<file path="src/rtl/bounded_sorted_topk_list_core_macros.svh">
// Assertion helpers shared by the list core.
`ifndef BOUNDED_SORTED_TOPK_LIST_CORE_MACROS_SVH
`define BOUNDED_SORTED_TOPK_LIST_CORE_MACROS_SVH

`ifndef ASSERT_OFF
// Checks on clk_i, disabled while rst_ni is low.
`define BSTK_ASSERT(lbl, prop) \
  lbl: assert property (@(posedge clk_i) disable iff (!rst_ni) (prop)) \
    else $error("bstk assertion failed");
// Same check with an explicit clock and active-low reset.
`define BSTK_ASSERT_CLK(lbl, clk, rst_n, prop) \
  lbl: assert property (@(posedge clk) disable iff (!rst_n) (prop)) \
    else $error("bstk assertion failed");
`else
`define BSTK_ASSERT(lbl, prop)
`define BSTK_ASSERT_CLK(lbl, clk, rst_n, prop)
`endif

`endif

</file>
<file path="src/rtl/bstk_pkg.sv">
`timescale 1ns / 1ps

package bstk_pkg;

  localparam int unsigned Capacity = 256;
  localparam int unsigned IdxW     = $clog2(Capacity);
  localparam int unsigned CntW     = $clog2(Capacity + 1);
  localparam int unsigned ScoreW   = 16;
  localparam int unsigned TagW     = 32;

  typedef enum logic [2:0] {
    OP_INSERT   = 3'd0,
    OP_APPEND   = 3'd1,
    OP_DEL_LAST = 3'd2,
    OP_CLEAR    = 3'd3,
    OP_READ     = 3'd4
  } op_e;

  typedef struct packed {
    logic [2:0]  opcode;
    logic [15:0] new_points;
    logic [31:0] new_tag;
    logic [7:0]  read_index;
  } req_t;

  typedef struct packed {
    logic [8:0]  entry_count;
    logic        was_stored;
    logic [7:0]  stored_position;
    logic        read_valid;
    logic [15:0] read_points;
    logic [31:0] read_tag;
  } rsp_t;

  typedef struct packed {
    logic [ScoreW-1:0] score;
    logic [TagW-1:0]   tag;
  } entry_t;

  // Broadcast from the control logic to every cell.
  typedef struct packed {
    logic              insert_en;
    logic              append_en;
    logic              read_en;
    logic [ScoreW-1:0] points;
    logic [TagW-1:0]   tag;
    logic [CntW-1:0]   count;
    logic [IdxW-1:0]   read_idx;
  } cell_ctrl_t;

endpackage

</file>
<file path="src/rtl/bstk_cell.sv">
`timescale 1ns / 1ps

module bstk_cell (
  input  logic                          clk_i,
  input  bstk_pkg::cell_ctrl_t          ctrl_i,
  input  logic [bstk_pkg::IdxW-1:0]     idx_i,
  input  bstk_pkg::entry_t              prev_entry_i,
  input  logic                          prev_ok_i,
  input  logic                          next_ok_i,
  output logic                          ok_o,
  output logic                          new_hit_o,
  output bstk_pkg::entry_t              entry_o,
  output bstk_pkg::entry_t              rd_entry_o
);

  bstk_pkg::entry_t entry_q, entry_d;
  bstk_pkg::entry_t new_entry;
  logic             in_list;
  logic             lower;

  assign new_entry.score = ctrl_i.points;
  assign new_entry.tag   = ctrl_i.tag;

  // Empty slots count as lower; ok means every slot from here to the tail is lower.
  assign in_list   = bstk_pkg::CntW'(idx_i) < ctrl_i.count;
  assign lower     = !in_list || (entry_q.score < ctrl_i.points);
  assign ok_o      = lower && next_ok_i;
  assign new_hit_o = ok_o && !prev_ok_i;

  always_comb begin
    entry_d = entry_q;
    if (ctrl_i.insert_en) begin
      if (new_hit_o) begin
        entry_d = new_entry;
      end else if (prev_ok_i) begin
        entry_d = prev_entry_i;
      end
    end else if (ctrl_i.append_en && (bstk_pkg::CntW'(idx_i) == ctrl_i.count)) begin
      entry_d = new_entry;
    end
  end

  always_ff @(posedge clk_i) begin
    entry_q <= entry_d;
  end

  assign entry_o    = entry_q;
  assign rd_entry_o = (ctrl_i.read_en && (idx_i == ctrl_i.read_idx)) ? entry_q : '0;

endmodule

</file>
<file path="config.mk">
export PLATFORM = sky130hd
export DESIGN_NAME = bstk_cell
export DESIGN_NICKNAME = d
export VERILOG_FILES = /design/src/rtl/bounded_sorted_topk_list_core_macros.svh /design/src/rtl/bstk_pkg.sv /design/src/rtl/bstk_cell.sv
export SDC_FILE = /design/constraint.sdc
export NUM_CORES = 1
export LEC_CHECK = 0
export ABC_AREA = 1
export CORE_AREA = 2 2 92 129
export DETAILED_ROUTE_END_ITERATION = 10
export DIE_AREA = 0 0 94 131
export DONT_BUFFER_PORTS = 1
export REMOVE_ABC_BUFFERS = 1
export SLEW_MARGIN = 30
export SYNTH_ARGS = -nofsm -noshare
export SYNTH_HDL_FRONTEND = slang
export SYNTH_SLANG_ARGS = --single-unit
</file>
<file path="constraint.sdc">
create_clock -name clk_i -period 5.3 [get_ports clk_i]
set_clock_uncertainty 0.1 [all_clocks]
set_input_delay 0 -clock clk_i [delete_from_list [all_inputs] [get_ports clk_i]]
set_output_delay 0 -clock clk_i [all_outputs]
set_load 0.02 [all_outputs]
</file>
## Yosys cells after proc, flatten, opt, wreduce, memory -nomap -nowiden

Index checks and enable logic that the tools add are counted.

- Flip-flop bits (word level): 48
- Input port bits: 127
- Output and inout bits: 98
- Logic and storage cells: 21

- Order comparisons: 2
- Equality and inequality tests: 3
- Mux-type cells: 5
- Reductions and logical operators: 9

Operators by type and width:

| operator | number |
|---|---|
| $mux W48 | 5 |
| $lt A16 B16 Y1 | 1 |
| $eq A8 B9 Y1 | 1 |
| $lt A8 B9 Y1 | 1 |
| $eq A8 B8 Y1 | 1 |
| $logic_and A1 B1 Y1 | 4 |
| $ne A3 B1 Y1 const B | 1 |
| $logic_not A1 Y1 | 2 |
| $reduce_and A2 Y1 | 1 |
| $reduce_bool A2 Y1 | 1 |
| $logic_or A1 B1 Y1 | 1 |

## Logic depth before layout (Yosys ltp)

Gate-level depths: netlist (run 1).

- Depth after elaboration: 7
- Depth in mapped cells: 17
- Mapped depth without buffers: 15

## Least setup slack after synthesis (run 1)

No wires, ideal clock.

- Path type: register to register
- Start point: register entry_q (netlist bit entry_o[39])
- End point: register entry_q (netlist bit entry_o[0]) (enable)
- Setup time: 0.482 ns
- Arrival: 3.738 ns
- Required time: 4.718 ns
- Path slack: 0.980 ns
- Stages on the path, launching flop included: 10
- Path buffers: 0
- Period minus slack after synthesis: 4.320 ns
- Path through: edfxtp_1 > ha_1 > a21oi_1 > o21a_1 > nand2_1 > nand2_1 > nand2_1 > nand2_1 > nand2_1 > a31oi_1

- Cells in the longest elaborated chain, start to end: 6

RTL lines:

| what | RTL line | text |
|---|---|---|
| start: declaration | bstk_cell.sv:16 | `bstk_pkg::entry_t entry_q, entry_d;` |
| start signal: assignment | bstk_cell.sv:44 | `entry_q <= entry_d;` |
| $lt A16 B16 Y1 | bstk_cell.sv:26 | `assign lower = !in_list \|\| (entry_q.score < ctrl_i.points);` |
| $logic_or A1 B1 Y1 | bstk_cell.sv:26 |  |
| $logic_and A1 B1 Y1 | bstk_cell.sv:27 | `assign ok_o = lower && next_ok_i;` |
| $logic_and A1 B1 Y1 | bstk_cell.sv:28 | `assign new_hit_o = ok_o && !prev_ok_i;` |
| $ne A3 B1 Y1 (no line) | - |  |
| $reduce_and A2 Y1 (no line) | - |  |

Every way passes these cells.
A chain may end at the register's enable or synchronous reset.

==> results of run 1 <==
-- power by group through the flow --
stage	Combinational, uW	Clock [uW]	Sequential (uW)
finish	227	306	528
global route	256	329	533
CTS	226	317	529
detailed placement	146	0	537
global placement	139	0	537
floorplan	110	0	529
-- worst register-to-register path: stages (launching register included) --
cell           delay, ns
edfxtp_1            0.51
ha_1                0.35
nand2_1             0.08
inv_1               0.06
nand3_1             0.08
a31oi_1             0.15
nor2_1              0.05
nand2_1             0.06
nand2_1             0.08
nand3_2             0.07
buf_4               0.48
nand2_4             0.50
nand2_1             0.18
nand2_1             0.07
dlygate4sd3_1       0.57
-- cell families after synthesis --
group / count (synthesis)
xor gates and xnor gates: 8
DFF: 48
adders and majority gates: 23
buffers and inverters: 102
and+or+nand+nor: 231
AOI/OAI and AO/OA: 16
-- cells in the final DEF, fill, tap and decap left out, drive strengths merged --
| cell type | netlist | routed |
|---|---|---|
| xnor2 | 2 | 2 |
| dlygate4sd3 | 0 | 96 |
| nand2 | 119 | 119 |
| nor4 | 1 | 1 |
| nand3 | 53 | 53 |
| a21oi | 9 | 9 |
| o21ai | 3 | 3 |
| o31ai | 1 | 1 |
| edfxtp | 48 | 48 |
| ha | 23 | 23 |
| buf | 14 | 2 |
| clkbuf | 7 | 7 |
| clkinv | 0 | 1 |
| a31oi | 2 | 2 |
| nor2 | 55 | 55 |
| nor3 | 1 | 1 |
| xor2 | 6 | 6 |
| nand4 | 2 | 2 |
| inv | 81 | 81 |
| o21a | 1 | 1 |
-- final timing paths --
kind,start,endpoint,slack [ns]
setup / recovery,entry_o[47]$_DFFE_PP_,entry_o[30]$_DFFE_PP_,1.65
hold / removal,next_ok_i,ok_o,0.15
setup reg to reg,entry_o[47]$_DFFE_PP_,entry_o[30]$_DFFE_PP_,1.65
hold reg to reg,entry_o[47]$_DFFE_PP_,entry_o[40]$_DFFE_PP_,1.70
-- Yosys cell counts --
library cell	instances	area [sq um]
nand2_1	118	443
inv_1	81	304
nor2_1	55	206
nand3_1	52	260
edfxtp_1	48	1440
ha_1	23	288
a21oi_1	9	45.0
clkbuf_1	7	26.3
xor2_1	6	52.6
buf_2	5	25.0
buf_1	4	15.0
buf_6	3	33.8
o21ai_0	3	15.0
a31oi_1	2	12.5
buf_4	2	15.0
nand4_1	2	12.5
xnor2_1	2	17.5
nand2_2	1	6.26
nand3_2	1	10.0
nor3_1	1	5.00
nor4_1	1	6.26
o21a_1	1	7.51
o31ai_1	1	7.51
-- layer usage --
metal  global-route usage  up-vias
met5                    0        -
met4               0.0426        0
met3               0.0321        7
met2                0.278      158
met1                0.161     1399
li1                     -     1506
-- metrics by stage --
| stage | cells | utilization | instance area (sq um) |
|---|---|---|---|
| detailed placement | 553 | 0.299 | 3360 |
| floorplan | 407 | - | 3140 |
| global placement | 553 | 0.299 | 3360 |
| global route | 657 | 0.398 | 4470 |
| finish | 657 | 0.398 | 4470 |
| CTS | 657 | 0.397 | 4450 |
-- what timing repair did --
action	in CTS	in global routing
endpoints found under the hold margin	48	0
gates resized for setup	0	0
hold buffers	96	0
-- layout make-up --
class	count	share of cell area
clock inverter	1	0.000841
multi-input combinational	278	0.320
inverter	81	0.0681
sequential	48	0.323
timing repair buffer	98	0.219
tap	144	0.0403
clock buffer	7	0.0297
==> results.toml, run 1 <==
[cells_and_area]
nNetsFinal = 662
drive_gt1_frac = 0.0214
multiInputGateArea_sq_um = 1430
area_delta_synth_final_pct = 37.2
largest_reg_flops = 48
fillers = 1122
ff_latch_area_sq_um = 1440
diodes = 0

[setup_path]
required_ns = 5.23
ff2ff_path_depth = 14
path_common_cell = "nand2_1"
cp_num_cells = 14
max_stage_delay_ns = 0.57
start_kind = "flip-flop"
slowest_stage = "dlygate4sd3_1"
crit_type = "flip-flop to flip-flop"
cp_max_fo = 50
cp_top_family = "simple AND/OR/NAND/NOR gates"
cp.arrival_ns = 3.58
end_kind = "flip-flop"
cp_cell_sequence = "ha_1 > nand2_1 > inv_1 > nand3_1 > a31oi_1 > nor2_1 > nand2_1 > nand2_1 > nand3_2 > buf_4 > nand2_4 > nand2_1 > nand2_1 > dlygate4sd3_1"
crit_buf_inv = 3

[route]
wl_met2_um = 5310
routed_wl_um = 9940
via_per_inst = 4.67
post_drt_wl_per_cell_um = 15.1
drtIter0Drc = 152
vias = 3070
wl_met3_um = 783
first_pass_iters = 4
detail-route-antenna-nets = 0
drc = 0
met1_length_um = 3730
top_layer = "met4"

[synthesis]
synthCells = 428
synth_top_family_by_area = "simple AND/OR/NAND/NOR gates"
synth_xor_area_frac = 0.0215
synth.area.mux_share = 0
avgSynthCellArea_sq_um = 7.61
ys.warnings.count = 0
syn_area_sq_um = 3260
yosys.area_share.adder = 0.0884
ys_seq_area_frac = 0.443
synth_cell_types = 23
ys_ff_latch = 48
synth-simple-area-share = 0.292
synth_compound_gate_area_share = 0.0269

[floorplan]
die_h_um = 131
core_area_sq_um = 11200
start_util = 0.290
die_w_um = 94
row_count = 46
num_io_pins = 225
design.die.area_sq_um = 12300

[placement]
port_buffers = 0
gp_routability_congestion = 0.705
pre_cts_slack_ns = 1.89
dp_hpwl_um = 6460

[power]
power_leakage_uw = 0.00222
p_int_uw = 757
p_sw_frac = 0.287
irDropWorstVdd_mv = 0.187
p_total_uw = 1060
combinationalPowerShare = 0.214
power_frac_clock = 0.289
power.switching_uw = 304
seqPwrFrac = 0.498
pwr_density_cell_nw_per_um2 = 238

[grt]
overflow = 0
grt_antenna_before_repair = 0
grt_max_degree = 52
grt_pass1_vias = 2844
grt_pass1_wl_um = 13800
grt_usage = 0.146

[cts]
cts-buffers-inserted = 5
cts_tree = "yes"
clk_latency_ns = 0.29
cts_max_level = 2
clock_sinks = 48
clkSlewWorstSetupHoldPaths_ns = 0.06
clockRootBuffer = "clkbuf_16"
clockBufferDepth = 2
postCtsSetupBuffers = 0

[timing]
final.period_utilization = 0.689
rsz0062_at_grt = "false"
finalHoldViolations = 0
fin_setup_tns_ns = 0
fin_crit_ns = 3.65
whs_ns = 0.153
report.final.setup_viol = 0
fin_ws_ns = 1.65
slew_headroom = 0.570
drv_slew = 0
fmax_mhz = 274
tightestPinTransition_ns = 0.645

[min_path]
hold_class = "input port to output port"
hold-path-cell-count = 2

[outcome]
status = "complete, no violations"

[job]
cap_viol_max_count = 0
No activity file was read; power rests on OpenSTA's default activity.
==> inputs of run 2 (changes only) <==
- clock period: 5.3 -> 3.35 ns (I/O delays scaled with it)
==> results.toml, run 2 (synthesis results as in run 1) <==
[timing]
finalHoldViolations = 0
fmax_mhz = 328
drv_slew = 0
slew_headroom = 0.617
report.final.setup_viol = 0
fin_crit_ns = 3.05
fin_ws_ns = 0.303
final.period_utilization = 0.909
tightestPinTransition_ns = 0.574
rsz0062_at_grt = "false"

[placement]
pre_cts_slack_ns = 0.585
gp_routability_congestion = 0.701
port_buffers = 0
dp_hpwl_um = 6580
placed_cells = 553

[setup_path]
reg2reg_to = "entry_o[11]$_DFFE_PP_"
cp_cell_sequence = "ha_1 > a21oi_1 > o21a_1 > nand2_1 > nand2_1 > nand2_1 > nand2_1 > nand3_2 > nand2_4 > nand2_1 > nand2_1 > dlygate4sd3_1"
slowest_stage = "dlygate4sd3_1"
start_kind = "flip-flop"
cp_top_family = "simple AND/OR/NAND/NOR gates"
max_stage_delay_ns = 0.55
ff2ff_path_depth = 12
required_ns = 3.40
crit_buf_inv = 1
reg2reg_from = "entry_o[39]$_DFFE_PP_"
cp_max_fo = 48
reg2reg_slack_ns = 0.30
crit_type = "flip-flop to flip-flop"
end_kind = "flip-flop"
cp.arrival_ns = 3.10
path_common_cell = "nand2_1"

[cts]
clock_sinks = 48
cts_tree = "yes"
postCtsSetupBuffers = 0
clk_latency_ns = 0.29
clkSlewWorstSetupHoldPaths_ns = 0.06
clockRootBuffer = "clkbuf_16"
cts_max_level = 2
clockBufferDepth = 2
cts-buffers-inserted = 5

[route]
via_per_inst = 4.75
vias = 3122
wl_met3_um = 860
drc = 0
drtIter0Drc = 179
wl_met2_um = 5710
first_pass_iters = 4
routed_wl_um = 10300
detail-route-antenna-nets = 0
met1_length_um = 3550
post_drt_wl_per_cell_um = 15.6
top_layer = "met4"

[min_path]
hold_end = "entry_o[36]$_DFFE_PP_"
hold_class = "input port to flip-flop"
worstHoldStart = "ctrl_i[67]"
hold-path-cell-count = 2

[floorplan]
die_w_um = 94
die_h_um = 131
row_count = 46
num_io_pins = 225
design.die.area_sq_um = 12300
start_util = 0.290
core_area_sq_um = 11200

[grt]
grt_pass1_vias = 3106
grt_usage = 0.157
grt_pass1_wl_um = 14900
grt_antenna_before_repair = 0
grt_max_degree = 52
overflow = 0

[cells_and_area]
area_delta_synth_final_pct = 37.7
most-common-layout-cells = "nand2_1, dlygate4sd3_1, inv_1"
final_common_cell = "nand2_1"
diodes = 0
nNetsFinal = 662
utilization = 0.399
drive_gt1_frac = 0.0214
largest_reg_flops = 48
fin_cells = 657

[power]
pwr_density_cell_nw_per_um2 = 376
irDropWorstVdd_mv = 0.293
power_leakage_uw = 0.00222

[job]
cap_viol_max_count = 0

[outcome]
status = "complete, no violations"
[run 2: cell types whose count changed in the layout (fill, tap and decap cells not counted)]
cell,change
buf_4,-2
buf_6,+1
buf_12,+1
[run 2: worst max path at each step]
stage,startpoint,to,slack [ns],cells past startpoint
2_1_floorplan,entry_o[39]$_DFFE_PP_,entry_o[0]$_DFFE_PP_,-0.97,9
3_3_place_gp,entry_o[43]$_DFFE_PP_,entry_o[16]$_DFFE_PP_,0.67,12
3_5_place_dp,entry_o[43]$_DFFE_PP_,entry_o[9]$_DFFE_PP_,0.59,12
4_1_cts,entry_o[47]$_DFFE_PP_,entry_o[3]$_DFFE_PP_,0.03,13
5_1_grt,entry_o[47]$_DFFE_PP_,entry_o[11]$_DFFE_PP_,0.05,13
6_report,entry_o[39]$_DFFE_PP_,entry_o[11]$_DFFE_PP_,0.30,12
[run 2: final cells by class]
type                    count  area [sq um]
fillers                  1144          6740
multi-input cells         278          1430
repair buffers             98           992
clock buffers               7           133
inverters                  81           304
clock inverters             1          3.75
well taps                 144           180
flip-flops and latches     48          1440
[run 2: power by group]
part,switching [uW],internal (uW)
sequential,103,734
combinational,174,192
clock,207,275
total,485,1200
[run 2: metrics by stage]
stage	instance area (sq um)	TNS [ns]	hold slack, ns	total power (uW)
finish	4480	0	0.114	1690
global route	4480	0	0.112	1780
CTS	4470	0	0.105	1710
detailed placement	3370	0	0.0837	1080
global placement	3370	0	0.0804	1070
floorplan	3140	-46.57	0.0518	1010
[run 2: worst register-to-register path, cell delays in order, from the launching register on]
cell	delay (ns)
edfxtp_1	0.52
ha_1	0.35
a21oi_1	0.19
o21a_1	0.16
nand2_1	0.06
nand2_1	0.05
nand2_1	0.05
nand2_1	0.08
nand3_2	0.11
nand2_4	0.44
nand2_1	0.16
nand2_1	0.10
dlygate4sd3_1	0.55
[run 2: what timing repair did]
action                                 4_1_cts  5_1_grt
hold buffers                                96        0
endpoints found under the hold margin       48        0
setup endpoints to repair                    0        1
gates resized for setup                      0        1
[run 2: metal layers]
layer | GRT usage | up-vias
met5 | 0 | -
met4 | 0.0520 | 0
met3 | 0.0476 | 10
met2 | 0.305 | 172
met1 | 0.158 | 1437
li1 | - | 1503
==> inputs of run 3 (changes only) <==
- clock period: 3.35 -> 3.72 ns (I/O delays scaled with it)
==> results.toml, run 3 (synthesis results as in run 1) <==
[setup_path]
path_common_cell = "nand2_1"
cp_top_family = "buffers and inverters"
crit_buf_inv = 3
slowest_stage = "dlygate4sd3_1"
cp_num_cells = 13
end_kind = "flip-flop"
start_kind = "flip-flop"
required_ns = 3.77
reg2reg_to = "entry_o[27]$_DFFE_PP_"
cp.arrival_ns = 3.15
reg2reg_slack_ns = 0.62
cp_max_fo = 49
crit_type = "flip-flop to flip-flop"
max_stage_delay_ns = 0.55
reg2reg_from = "entry_o[47]$_DFFE_PP_"
cp_cell_sequence = "ha_1 > nand2_1 > inv_1 > nand3_1 > a31oi_1 > nor2_1 > nand2_1 > nand2_1 > nand3_2 > buf_4 > nand3_1 > nand2_1 > dlygate4sd3_1"
ff2ff_path_depth = 13

[min_path]
hold-path-cell-count = 2
hold_end = "ok_o"
hold_class = "input port to output port"
worstHoldStart = "next_ok_i"

[route]
drtIter0Drc = 160
vias = 3097
post_drt_wl_per_cell_um = 15.3
first_pass_iters = 4
routed_wl_um = 9990
via_per_inst = 4.74
drc = 0
detail-route-antenna-nets = 0

[cells_and_area]
area_delta_synth_final_pct = 36.8
drive_gt1_frac = 0.0216
most-common-layout-cells = "nand2_1, dlygate4sd3_1, inv_1"
nNetsFinal = 662
final_common_cell = "nand2_1"
diodes = 0
fillers = 1113
largest_reg_flops = 48

[placement]
port_buffers = 0
gp_routability_congestion = 0.685
dp_hpwl_um = 6520

[grt]
grt_usage = 0.150
overflow = 0
grt_antenna_before_repair = 0
grt_pass1_wl_um = 14300
grt_pass1_vias = 2987
grt_max_degree = 52

[timing]
slew_headroom = 0.557
final.period_utilization = 0.833
report.final.setup_viol = 0
fmax_mhz = 323
fin_crit_ns = 3.10
rsz0062_at_grt = "false"
tightestPinTransition_ns = 0.665
finalHoldViolations = 0
drv_slew = 0
fin_setup_tns_ns = 0

[cts]
ctsResizeCount = 0
clkSlewWorstSetupHoldPaths_ns = 0.06
clock_sinks = 48
cts_tree = "yes"
clockRootBuffer = "clkbuf_16"
cts_max_level = 2
cts-buffers-inserted = 5
clk_latency_ns = 0.28
clockBufferDepth = 2

[floorplan]
die_w_um = 94
die_h_um = 131
num_io_pins = 225
core_area_sq_um = 11200
row_count = 46
design.die.area_sq_um = 12300
start_util = 0.290

[power]
irDropWorstVdd_mv = 0.207
pwr_density_cell_nw_per_um2 = 335
power_leakage_uw = 0.00221
p_total_uw = 1490

[outcome]
status = "complete, no violations"

[job]
cap_viol_max_count = 0
==> run 3: changes by cell type in the layout (fill, tap and decap cells not counted) <==
| cell | before | now |
|---|---|---|
| clkinv_1 | 1 | 0 |
| buf_6 | 1 | 0 |
| clkbuf_1 | 2 | 0 |
| buf_12 | 1 | 0 |
| buf_4 | 0 | 2 |
==> run 3: worst max-delay path by stage <==
stage / start / end
floorplan: entry_o[39]$_DFFE_PP_ / entry_o[0]$_DFFE_PP_
global placement: entry_o[47]$_DFFE_PP_ / entry_o[1]$_DFFE_PP_
detailed placement: entry_o[47]$_DFFE_PP_ / entry_o[1]$_DFFE_PP_
CTS: entry_o[47]$_DFFE_PP_ / entry_o[1]$_DFFE_PP_
global route: entry_o[47]$_DFFE_PP_ / entry_o[32]$_DFFE_PP_
finish: entry_o[47]$_DFFE_PP_ / entry_o[27]$_DFFE_PP_
==> run 3: final cells by class <==
type                       count  area (sq um)  share of cell area
sequential                    48          1440               0.324
multi-input combinational    278          1430               0.321
timing repair buffer          98           976               0.219
inverter                      81           304              0.0683
tap                          144           180              0.0404
clock buffer                   5           125              0.0281
==> run 3: layer usage <==
metal  wire [um]  global-route usage  part of all wire
met2        5530               0.292              0.55
met3         802              0.0413             0.080
met5           0                   0                 0
met4         107              0.0435             0.011
met1        3550               0.154              0.36
==> run 3: metrics by stage <==
step / instance area, sq um / utilization / setup WS [ns] / hold WS, ns / std cells
final: 4450 / 0.397 / 0.622 / 0.137 / 654
after detailed placement: 3360 / 0.299 / 0.932 / 0.0833 / 553
after global routing: 4450 / 0.397 / 0.392 / 0.151 / 654
after floorplan: 3140 / - / -0.600 / 0.0518 / 407
after CTS: 4440 / 0.396 / 0.372 / 0.139 / 654
after global placement: 3360 / 0.299 / 1.00 / 0.0819 / 553
==> run 3: worst reg2reg max path, cell delays in order (launching register included) <==
cell and delay, ns:
edfxtp_1 0.53, ha_1 0.36, nand2_1 0.07, inv_1 0.05
nand3_1 0.08, a31oi_1 0.15, nor2_1 0.05, nand2_1 0.07
nand2_1 0.08, nand3_2 0.10, buf_4 0.47, nand3_1 0.19
nand2_1 0.11, dlygate4sd3_1 0.55
==> run 3: report_power, final <==
| part | switching [uW] | leakage (uW) | internal, uW |
|---|---|---|---|
| logic | 153 | 0.00168 | 169 |
| clock network | 177 | 0.0000616 | 238 |
| registers | 92.3 | 0.000469 | 662 |
==> run 3: what timing repair did <==
action	CTS	global route
hold endpoints to repair	48	0
hold buffers	96	0
buffers inserted	0	0
